<file path="config.mk">
export PLATFORM = sky130hd
export DESIGN_NAME = imu_tca_front
export DESIGN_NICKNAME = d
export VERILOG_FILES = /design/src/sv/imu_tca_pkg.sv /design/src/sv/imu_tca_front.sv
export SDC_FILE = /design/constraint.sdc
export NUM_CORES = 1
export LEC_CHECK = 0
export BUFFER_PORTS_ARGS = -buffer_cell sky130_fd_sc_hd__buf_2
export CELL_PAD_IN_SITES_DETAIL_PLACEMENT = 1
export CELL_PAD_IN_SITES_GLOBAL_PLACEMENT = 2
export CORE_MARGIN = 2
export CORE_UTILIZATION = 41
export CTS_CLUSTER_SIZE = 40
export DETAILED_ROUTE_END_ITERATION = 10
export GPL_ROUTABILITY_DRIVEN = 0
export GPL_TIMING_DRIVEN = 0
export PLACE_DENSITY = 0.82
export SLEW_MARGIN = 40
export SYNTH_ARGS = -nofsm -noshare
export SYNTH_HDL_FRONTEND = slang
export SYNTH_SLANG_ARGS = --single-unit
</file>
<file path="constraint.sdc">
create_clock -name clock -period 7 [get_ports clock]
set_input_delay 0.35 -clock clock [delete_from_list [all_inputs] [get_ports clock]]
set_output_delay 0.35 -clock clock [all_outputs]
set_load 0.05 [all_outputs]
</file>
<file path="src/sv/imu_tca_pkg.sv">
// Shared types, constants and tables for the IMU tilt complementary average block.
package imu_tca_pkg;

   localparam int MaxEntries  = 32;
   localparam int CordicSteps = 16;
   localparam int StepW       = 5;
   localparam int IdxW        = $clog2(MaxEntries);
   localparam int CntW        = $clog2(MaxEntries + 1);
   localparam int SumW        = 16 + CntW;
   localparam int C100W       = CntW + 7;
   localparam int DenW        = 33 + C100W;
   localparam int DivNW       = 64;
   localparam int DivDW       = DenW;
   localparam int QDepth      = 2;
   localparam int QPtrW       = $clog2(QDepth);
   localparam int QCntW       = $clog2(QDepth + 1);
   localparam int CsrIdxW     = 2;

   localparam logic [CsrIdxW-1:0] CSR_WINDOW   = 2'd0;
   localparam logic [CsrIdxW-1:0] CSR_CAL_LOW  = 2'd1;
   localparam logic [CsrIdxW-1:0] CSR_CAL_HIGH = 2'd2;

   // gyro increment floor((rate*ms*65536 + 65500) / 131000) in two reciprocal steps
   localparam logic [32:0] GyroBias  = 33'd2147614000;  // 16394 * 131000
   localparam logic [16:0] GyroBiasQ = 17'd16394;
   localparam logic [17:0] GyroDiv   = 18'd131000;
   localparam logic [30:0] GyroRecip = 31'd1074331973;  // ceil(2^44 / 16375), exact below 2^30
   localparam logic [12:0] GyroRndLo = 13'd8187;        // 65500 >> 3
   localparam int          RecipSh   = 44;

   localparam logic signed [31:0] RollOff  = 32'sd38011;
   localparam logic signed [31:0] PitchOff = 32'sd103547;
   localparam logic signed [17:0] BlendG   = 18'sd62915;
   localparam logic signed [17:0] BlendA   = 18'sd2621;
   localparam logic signed [49:0] BlendRnd = 50'sd8388608;

   typedef struct packed {
      logic signed [15:0] accel_x;
      logic signed [15:0] accel_y;
      logic signed [15:0] accel_z;
      logic signed [15:0] rate_x;
      logic signed [15:0] rate_y;
      logic [15:0]        elapsed_ms;
   } req_type;

   typedef struct packed {
      logic signed [15:0] roll_deg;
      logic signed [15:0] pitch_deg;
      logic [15:0]        tilt_now;
      logic [15:0]        tilt_mean;
      logic signed [23:0] gravity_est;
      logic               cal_error;
      logic [5:0]         window_fill;
   } rsp_type;

   typedef enum logic [4:0] {
      S_IDLE, S_GMUL, S_GU, S_GQ, S_GR, S_GF, S_GA, S_SQ, S_RT1, S_CR1, S_RT2, S_CR2,
      S_BLM, S_BLS, S_TSQ, S_RT3, S_EVR, S_EVW, S_APP, S_MEAN,
      S_DEN1, S_DEN2, S_GRAV, S_OUT
   } back_state_type;

   function automatic logic signed [31:0] atan_q16(input logic [StepW-1:0] i);
      logic signed [31:0] v;
      case (i)
         5'd0:    v = 32'sd2949120;
         5'd1:    v = 32'sd1740967;
         5'd2:    v = 32'sd919879;
         5'd3:    v = 32'sd466945;
         5'd4:    v = 32'sd234379;
         5'd5:    v = 32'sd117304;
         5'd6:    v = 32'sd58666;
         5'd7:    v = 32'sd29335;
         5'd8:    v = 32'sd14668;
         5'd9:    v = 32'sd7334;
         5'd10:   v = 32'sd3667;
         5'd11:   v = 32'sd1833;
         5'd12:   v = 32'sd917;
         5'd13:   v = 32'sd458;
         5'd14:   v = 32'sd229;
         5'd15:   v = 32'sd115;
         5'd16:   v = 32'sd57;
         5'd17:   v = 32'sd29;
         5'd18:   v = 32'sd14;
         5'd19:   v = 32'sd7;
         5'd20:   v = 32'sd4;
         5'd21:   v = 32'sd2;
         5'd22:   v = 32'sd1;
         default: v = 32'sd0;
      endcase
      return v;
   endfunction

endpackage

</file>
<file path="src/sv/imu_tca_front.sv">
// Front end: accepts sample items into a short queue ahead of the sequencer.
module imu_tca_front (
   input  logic                 clock,
   input  logic                 reset,
   input  logic                 req_valid,
   output logic                 req_stall,
   input  imu_tca_pkg::req_type req_data,
   output logic                 q_valid,
   input  logic                 q_pop,
   output imu_tca_pkg::req_type q_data
);
   import imu_tca_pkg::*;

   req_type          mem_ff [QDepth];
   logic [QPtrW-1:0] wptr_ff, rptr_ff;
   logic [QCntW-1:0] cnt_ff;
   logic             push, pop;

   assign req_stall = (cnt_ff == QCntW'(QDepth));
   assign push      = req_valid && !req_stall;
   assign q_valid   = (cnt_ff != '0);
   assign pop       = q_pop && q_valid;
   assign q_data    = mem_ff[rptr_ff];

   always_ff @(posedge clock) begin
      if (push) begin
         mem_ff[wptr_ff] <= req_data;
      end
   end

   always_ff @(posedge clock) begin
      if (reset) begin
         wptr_ff <= '0;
         rptr_ff <= '0;
         cnt_ff  <= '0;
      end else begin
         if (push) begin
            wptr_ff <= (wptr_ff == QPtrW'(QDepth - 1)) ? '0 : wptr_ff + 1'b1;
         end
         if (pop) begin
            rptr_ff <= (rptr_ff == QPtrW'(QDepth - 1)) ? '0 : rptr_ff + 1'b1;
         end
         if (push && !pop) begin
            cnt_ff <= cnt_ff + 1'b1;
         end else if (pop && !push) begin
            cnt_ff <= cnt_ff - 1'b1;
         end
      end
   end
endmodule

</file>
==> results.json, run 1 <==
{
  "max_freq_ghz": 0.477,
  "clk_pin_slew_ps": 70,
  "leakagePower_nw": 3.54,
  "wl_met1_mm": 5.63,
  "cpMaxStageDelayCell": "dfxtp_1",
  "regArea_um2": 5870,
  "nets": 644,
  "yosys.area.top_type": "edfxtp_1",
  "port_buffers": 197,
  "synthFlopType": "edfxtp_1",
  "synth-seq-area-share_pct": 79.8,
  "critPathRequiredTime_ps": 6650,
  "grt-ovfl-total": 0,
  "met2_length_mm": 6.80,
  "status": "complete, no violations",
  "fillers": 1647,
  "cts_max_level": 4,
  "critPathMaxStageDelay_ps": 320,
  "vias": 3711,
  "cts_resized": 0,
  "grt_usage_pct": 14.7,
  "clock_skew_ps": 7.16,
  "routed-wl-met3_mm": 1.24,
  "die_area_um2": 19000,
  "synth_async_sr_flop_share_pct": 0,
  "clock_latency_ps": 430,
  "core_um2": 17400,
  "syn_nets": 425,
  "drive_gt1_share_pct": 61.4,
  "ctsHoldBuffers": 0,
  "highest_layer": "met4",
  "final_util_pct": 53.1,
  "rrSetupSlack_ps": 5030,
  "cts_setup_buffers": 0,
  "wire_per_inst_um": 17.9,
  "hold_violations": 0,
  "r2r_cells": 4,
  "start_util_pct": 42.2,
  "cp-end-kind": "output pin",
  "yosysWarnings": 0,
  "grt_pass1_vias": 4080,
  "firstDrtPassIters": 4,
  "post_synth.cell_area_avg_um2": 22.7,
  "multiInputGateArea_um2": 1350,
  "drtIter0Drc": 173,
  "cts_sinks": 197,
  "crit_path_start_kind": "register",
  "cap_violations": 0,
  "synthDistinctLibCells": 18,
  "cts-root-buf": "clkbuf_16",
  "syn_area_um2": 7350,
  "ant_nets": 0,
  "rows": 48,
  "cts_tree": "done",
  "syn_inst": 324,
  "die_y_um": 138,
  "pin_count": 198,
  "synth_top_area_share_pct": 78.5,
  "relSlewSlack_pct": 72.4,
  "crit_arrival_ps": 1740,
  "hpwl_mm": 9.86,
  "routed_via_density": 4.76,
  "hold_path.class": "input port to register",
  "worst_hold_path.endpoint": "mem_ff[1][22]",
  "cts_buffer_depth": 2,
  "period_share_pct": 29.9,
  "worst-setup-path-type": "register to output pin",
  "finalWirelength_mm": 13.9,
  "crit_fanout": 10,
  "fin_crit_ps": 2090,
  "grt_max_degree": 50,
  "synth_edf_count": 192,
  "cts_made_buffers": 17,
  "netlist_top_cells_count": "edfxtp_1 (192), mux2_2 (56), mux2_4 (40), buf_2 (5), dfxtp_1 (5)",
  "antenna_found_initial": 1,
  "finalSetupViolations": 0,
  "hold_start": "req_data[22]",
  "reg2reg_to": "mem_ff[0][49]",
  "timing.critical_path.cells": "buf_6, buf_8, buf_12, mux2_4, buf_2",
  "r2r-start": "cnt_ff[0]",
  "p_per_area_nw_per_um2": 424,
  "grt_setup_unrepaired": "no",
  "fin_setup_tns_ps": 0,
  "grt_pass1_wl_mm": 20.7,
  "drc": 0,
  "hold_path_depth": 1,
  "die_w_um": 138,
  "synth_seq_cells": 197,
  "synth_area_leaders": "edfxtp_1 (78%), mux2_2 (8.6%), mux2_4 (8.2%)",
  "worstMarginPinSlew_ps": 414,
  "area_delta_synth_final_pct": 25.9,
  "peakVddDrop_uv": 223,
  "maxSlewViolCount": 0,
  "synth.most_common_cell": "edfxtp_1"
}
per-stage QoR:
step	power [mW]	hold WS [ps]	worst slack [ps]	instances	cell area, um2
6_report	3.92	107	4910	780	9260
5_1_grt	4.08	83.7	4820	779	9250
4_1_cts	3.97	82.6	4860	779	9250
3_5_place_dp	3.04	494	5050	749	8690
3_3_place_gp	3.02	471	2450	746	8620
2_1_floorplan	2.72	419	3570	324	7350
layer usage:
layer  vias up  track usage [%]
met2       145             24.1
li1       1718                -
met5         -                0
met1      1828             17.0
met3        20             6.62
met4         0             5.78
worst max-delay path, delay by kind of cell, from the launching register on:
kind                   cells  cell delay [ps]
DFF                        1              320
buffers and inverters      4              690
muxes                      1              300
state kept, by name (all words and copies together), names as in the netlist, named ones only:
signal   cells
mem_ff     192
rptr_ff      1
wptr_ff      1
cnt_ff       2
cell type report:
type                       count  area share [%]
tap                          225            3.04
clock inverter                12            1.41
multi-input combinational    114            14.5
sequential                   197            63.4
buffer                        11            1.42
timing repair buffer         200            11.4
antenna                        1          0.0270
inverter                       2           0.162
clock buffer                  18            4.64
cells in the final DEF, fill, tap and decap left out, types with 2 or more instances in the layout:
cell / instances
buf_12: 6
edfxtp_1: 192
dfxtp_1: 5
clkbuf_16: 17
mux2_2: 56
xor2_1: 3
clkinvlp_4: 2
buf_2: 202
nor2_1: 4
mux2_4: 40
or3_1: 2
clkinv_2: 4
a21oi_1: 2
o21ai_0: 3
bufinv_16: 2
inv_6: 3
worst max-delay path by stage:
| stage | end | slack [ps] |
|---|---|---|
| after global placement | mem_ff[1][62] | 2450 |
| after detailed placement | mem_ff[0][65] | 5050 |
| final | q_data[41] | 4910 |
| after floorplan | mem_ff[1][0] | 3570 |
| after CTS | q_data[39] | 4860 |
| after global routing | q_data[39] | 4820 |
where the power goes:
part / internal (mW) / switching, mW
Clock: 0.523 / 0.410
Combinational: 0.454 / 1.02
Sequential: 1.48 / 0.0396
Total: 2.46 / 1.47
cells by family after synthesis:
logic type      after synthesis  share of synthesized area (%)
flops                       197                           79.8
mux                          96                           16.8
simple gates                  9                          0.664
buf+inv                      13                           1.89
xor+xnor                      3                          0.358
fa+ha+maj                     1                          0.170
compound gates                5                          0.340
Power figures use the tool's default switching activity.
==> run 2: changes to the inputs <==
CORE_UTILIZATION = 35   (was 41)
PLACE_DENSITY = 0.74   (was 0.82)
clock period = 1.9 ns   (was 7 ns; I/O delays follow)
==> results.json, run 2 (synthesis gave the netlist of run 1 again) <==
{
  "status": "complete, no violations",
  "cpMostUsedCell": "buf_2",
  "clock_skew_ps": 12.1,
  "critical_path.top_delay_family": "buffers and inverters",
  "fin_crit_ps": 1810,
  "grt_max_degree": 39,
  "rows": 53,
  "cts-root-buf": "clkbuf_16",
  "r2r-start": "cnt_ff[1]",
  "cap_violations": 0,
  "cts_made_buffers": 17,
  "grt_pass1_wl_mm": 24.5,
  "finalPower_mw": 14.7,
  "ant_nets": 0,
  "timing.critical_path.cells": "buf_6, buf_2, mux2_2, buf_2",
  "core_um2": 20800,
  "finalSetupViolations": 0,
  "cp_num_buf_inv": 3,
  "maxSlewViolCount": 0,
  "port_buffers": 197,
  "grt_setup_unrepaired": "no",
  "drive_gt1_share_pct": 53.2,
  "grt-ovfl-total": 0,
  "nets": 746,
  "peakVddDrop_uv": 696,
  "critPathRequiredTime_ps": 1800,
  "hold_violations": 0,
  "antenna_found_initial": 0,
  "cts_sinks": 197,
  "clk_pin_slew_ps": 70,
  "cp-end-kind": "output pin",
  "critPathMaxStageDelay_ps": 370,
  "max_flop_register": "mem_ff",
  "drc": 0,
  "cts_tree": "done",
  "final_util_pct": 49.8,
  "die_y_um": 149,
  "leakagePower_nw": 3.97,
  "p_per_area_nw_per_um2": 1420,
  "wire_per_inst_um": 16.7,
  "relSlewSlack_pct": 66.6,
  "crit_fanout": 10,
  "routed_via_density": 4.41,
  "r2r_cells": 4,
  "largest_reg_flops": 192,
  "vias": 4110,
  "fin_setup_tns_ps": 0,
  "crit_arrival_ps": 1720,
  "worst-setup-path-type": "register to output pin",
  "hpwl_mm": 10.2,
  "period_share_pct": 95.5,
  "path_depth": 4,
  "firstDrtPassIters": 4,
  "pin_count": 198,
  "final_common_cell": "buf_2",
  "cts_buffer_depth": 2,
  "cts_max_level": 4,
  "cp-endpoint": "q_data[14]",
  "fin_hold_ws_ps": 80.5,
  "rrSetupSlack_ps": 140,
  "clock_latency_ps": 430,
  "diodes": 0,
  "drtIter0Drc": 107,
  "hold_path.class": "input port to register",
  "worstMarginPinSlew_ps": 502,
  "crit_path_start_kind": "register",
  "die_w_um": 149,
  "start_util_pct": 35.3,
  "grt_pass1_vias": 4745,
  "max_freq_ghz": 0.551,
  "die_area_um2": 22200,
  "cpMaxStageDelayCell": "mux2_2",
  "top_regs": "mem_ff: 192 flops, cnt_ff: 2 flops",
  "grt_usage_pct": 14.4,
  "layout_common_cells": "buf_2 (196), edfxtp_1 (192), dlygate4sd3_1 (97)",
  "finalWirelength_mm": 15.6,
  "area_delta_synth_final_pct": 41.2,
  "reg2reg_to": "mem_ff[1][52]"
}
-- run 2: cell count changes in the layout (fill, tap and decap cells not counted), moves of 2 or more --
cell,change
buf_12,+3
buf_4,+3
bufinv_16,-2
dfxtp_1,-2
dlygate4sd3_1,+97
inv_8,+2
dfxtp_2,+2
clkbuf_4,+5
clkinv_4,+2
buf_2,-6
-- run 2: area by class of cell --
| cell class | instances | area, um2 |
|---|---|---|
| Timing Repair Buffer | 302 | 2100 |
| Clock inverter | 14 | 124 |
| Buffer | 11 | 146 |
| Tap cell | 275 | 344 |
| Clock buffer | 18 | 429 |
| Sequential cell | 197 | 5870 |
| Fill cell | 1996 | 10400 |
| Inverter | 2 | 11.3 |
| Multi-Input combinational cell | 114 | 1360 |
-- run 2: through the flow --
step                      instances  setup WS [ps]  cell area (um2)
final                           933           86.2            10400
after global routing            933           1.39            10400
after CTS                       933           18.1            10400
after detailed placement        802          -79.6             8820
after global placement          796          -1370             8700
after floorplan                 324           -768             7370
-- run 2: worst min-delay path: cells and delay by family --
kind,cells,cell delay [ps]
AO/OA/AOI/OAI,2,220
buffers and inverters,2,140
-- run 2: where the power goes --
part	switching, mW	total (mW)	internal (mW)
logic	3.83	5.75	1.92
clock network	1.66	3.38	1.72
registers	0.155	5.61	5.45
-- run 2: worst min path at each step --
stage / from / to / cells past startpoint
6_report: req_valid / wptr_ff / 4
5_1_grt: req_valid / wptr_ff / 4
4_1_cts: req_valid / wptr_ff / 4
3_5_place_dp: req_data[93] / mem_ff[0][93] / 1
3_3_place_gp: req_data[20] / mem_ff[0][20] / 1
2_1_floorplan: reset / cnt_ff[1] / 1
-- run 2: what timing repair did --
action | CTS | global route
endpoints found under the setup margin | 40 | 34
resized for setup | 1 | 6
buffers inserted | 2 | 0
hold endpoints to repair | 197 | 0
pin swaps | 0 | 0
hold buffers | 97 | 0
-- run 2: routing by layer --
| metal | track usage, % | up-vias | share of wire (%) |
|---|---|---|---|
| met5 | 0 | - | 0 |
| met4 | 6.29 | 0 | 2.8 |
| met3 | 3.94 | 29 | 5.1 |
| met2 | 25.4 | 132 | 51 |
| met1 | 16.4 | 2031 | 41 |
| li1 | - | 1918 | - |
==> run 3: changes to the inputs <==
CORE_MARGIN = unset   (was 2)
==> results.json, run 3 (synthesis gave the netlist of run 1 again) <==
{
  "cp-end-kind": "register",
  "cts_made_buffers": 17,
  "maxSlewViolCount": 0,
  "vias": 4139,
  "fin_crit_ps": 1810,
  "max_freq_ghz": 0.552,
  "port_buffers": 197,
  "grt_pass1_vias": 4675,
  "cts_sinks": 197,
  "grt_pass1_wl_mm": 24.9,
  "cts_tree": "done",
  "hpwl_mm": 10.1,
  "hold_path.class": "input port to register",
  "pin_count": 198,
  "leakagePower_nw": 4.02,
  "peakVddDrop_uv": 635,
  "largest_reg_flops": 192,
  "period_share_pct": 95.4,
  "fin_hold_ws_ps": 101,
  "relSlewSlack_pct": 75.6,
  "max_flop_register": "mem_ff",
  "die_area_um2": 21600,
  "final_common_cell": "buf_2",
  "fin_area_um2": 10500,
  "cts-root-buf": "clkbuf_16",
  "r2r-start": "cnt_ff[1]",
  "drive_gt1_share_pct": 53.3,
  "critPathRequiredTime_ps": 2020,
  "pre_cts_ws_ps": -135,
  "nets": 747,
  "finalPower_mw": 15.2,
  "cts_max_level": 4,
  "antenna_found_initial": 0,
  "crit_fanout": 24,
  "finalWirelength_mm": 16.0,
  "status": "complete, no violations",
  "die_w_um": 147,
  "clk_pin_slew_ps": 70,
  "crit_arrival_ps": 1930,
  "layout_common_cells": "buf_2 (196), edfxtp_1 (192), dlygate4sd3_1 (97)",
  "drc": 0,
  "drtIter0Drc": 127,
  "worst-setup-path-type": "register to register",
  "hold_violations": 0,
  "grt_usage_pct": 15.2,
  "worstMarginPinSlew_ps": 366,
  "hold_start": "req_valid",
  "start_util_pct": 36.0,
  "crit_path_start_kind": "register",
  "grt-ovfl-total": 0,
  "cts_buffer_depth": 2,
  "rows": 52,
  "startpoint": "cnt_ff[1]",
  "top_regs": "mem_ff: 192 flops, cnt_ff: 2 flops",
  "die_y_um": 147,
  "fillers": 1955,
  "area_delta_synth_final_pct": 42.5,
  "grt_setup_unrepaired": "no",
  "timing.final.ws_setup_ps": 87.1,
  "postPlaceCellArea_um2": 8840,
  "firstDrtPassIters": 4,
  "diodes": 0,
  "ant_nets": 0,
  "clock_skew_ps": 9.00,
  "wire_per_inst_um": 17.2,
  "core_um2": 20400,
  "finalSetupViolations": 0,
  "p_per_area_nw_per_um2": 1450,
  "clock_latency_ps": 420,
  "cap_violations": 0,
  "grt_max_degree": 39,
  "routed_via_density": 4.46
}
[run 3: cell types whose count changed in the layout (fill, tap and decap cells not counted), moves of 2 or more]
cell | before | now
clkinv_4 | 3 | 5
inv_6 | 2 | 0
bufinv_16 | 0 | 3
clkinv_2 | 3 | 1
[run 3: routing by layer]
metal	global-route usage, %	vias up	share of wire [%]
met5	0	-	0
met4	4.18	0	0.98
met3	4.97	13	6.6
met2	27.2	142	53
met1	17.2	2054	40
li1	-	1930	-
[run 3: final cells by class]
class	instances	area, um2	share of cell area (%)
tap	270	338	3.23
sequential	197	5870	56.0
clock inverter	15	200	1.91
multi-input combinational	114	1360	13.0
clock buffer	17	425	4.06
timing repair buffer	303	2130	20.3
buffer	11	146	1.40
inverter	2	11.3	0.108
[run 3: per-stage QoR]
stage	util (%)	instances	TNS [ps]
after floorplan	-	324	-73770
after global placement	42.5	791	-155930
after detailed placement	43.3	798	-3190
after CTS	51.2	929	0
after global routing	51.3	929	0
final	51.3	929	0
[run 3: path summary, 6_finish.rpt]
check                  endpoint  slack, ps  cells after the start
setup / recovery  mem_ff[0][49]         90                      6
hold / removal          wptr_ff        100                      4
setup reg to reg  mem_ff[0][49]         90                      6
hold reg to reg       cnt_ff[1]        500                      2
[run 3: power by group]
part	switching (mW)	leakage (nW)	total (mW)	internal (mW)
logic	3.84	1.88	5.79	1.95
clock network	1.66	0.303	3.78	2.12
registers	0.155	1.83	5.61	5.45
total	5.66	4.02	15.2	9.52
[run 3: timing repair]
item                                    CTS  global route
gates resized for setup                   0             7
cloned                                    0             0
hold buffers                             97             0
endpoints found under the setup margin   24            33
hold endpoints to repair                197             0
buffers inserted                          2             0
[run 3: worst max-delay path: stages (launching register included)]
cell	delay, ps
dfxtp_2	330
nor2b_4	130
or3_4	380
clkinvlp_4	120
buf_16	160
buf_8	180
buf_12	200
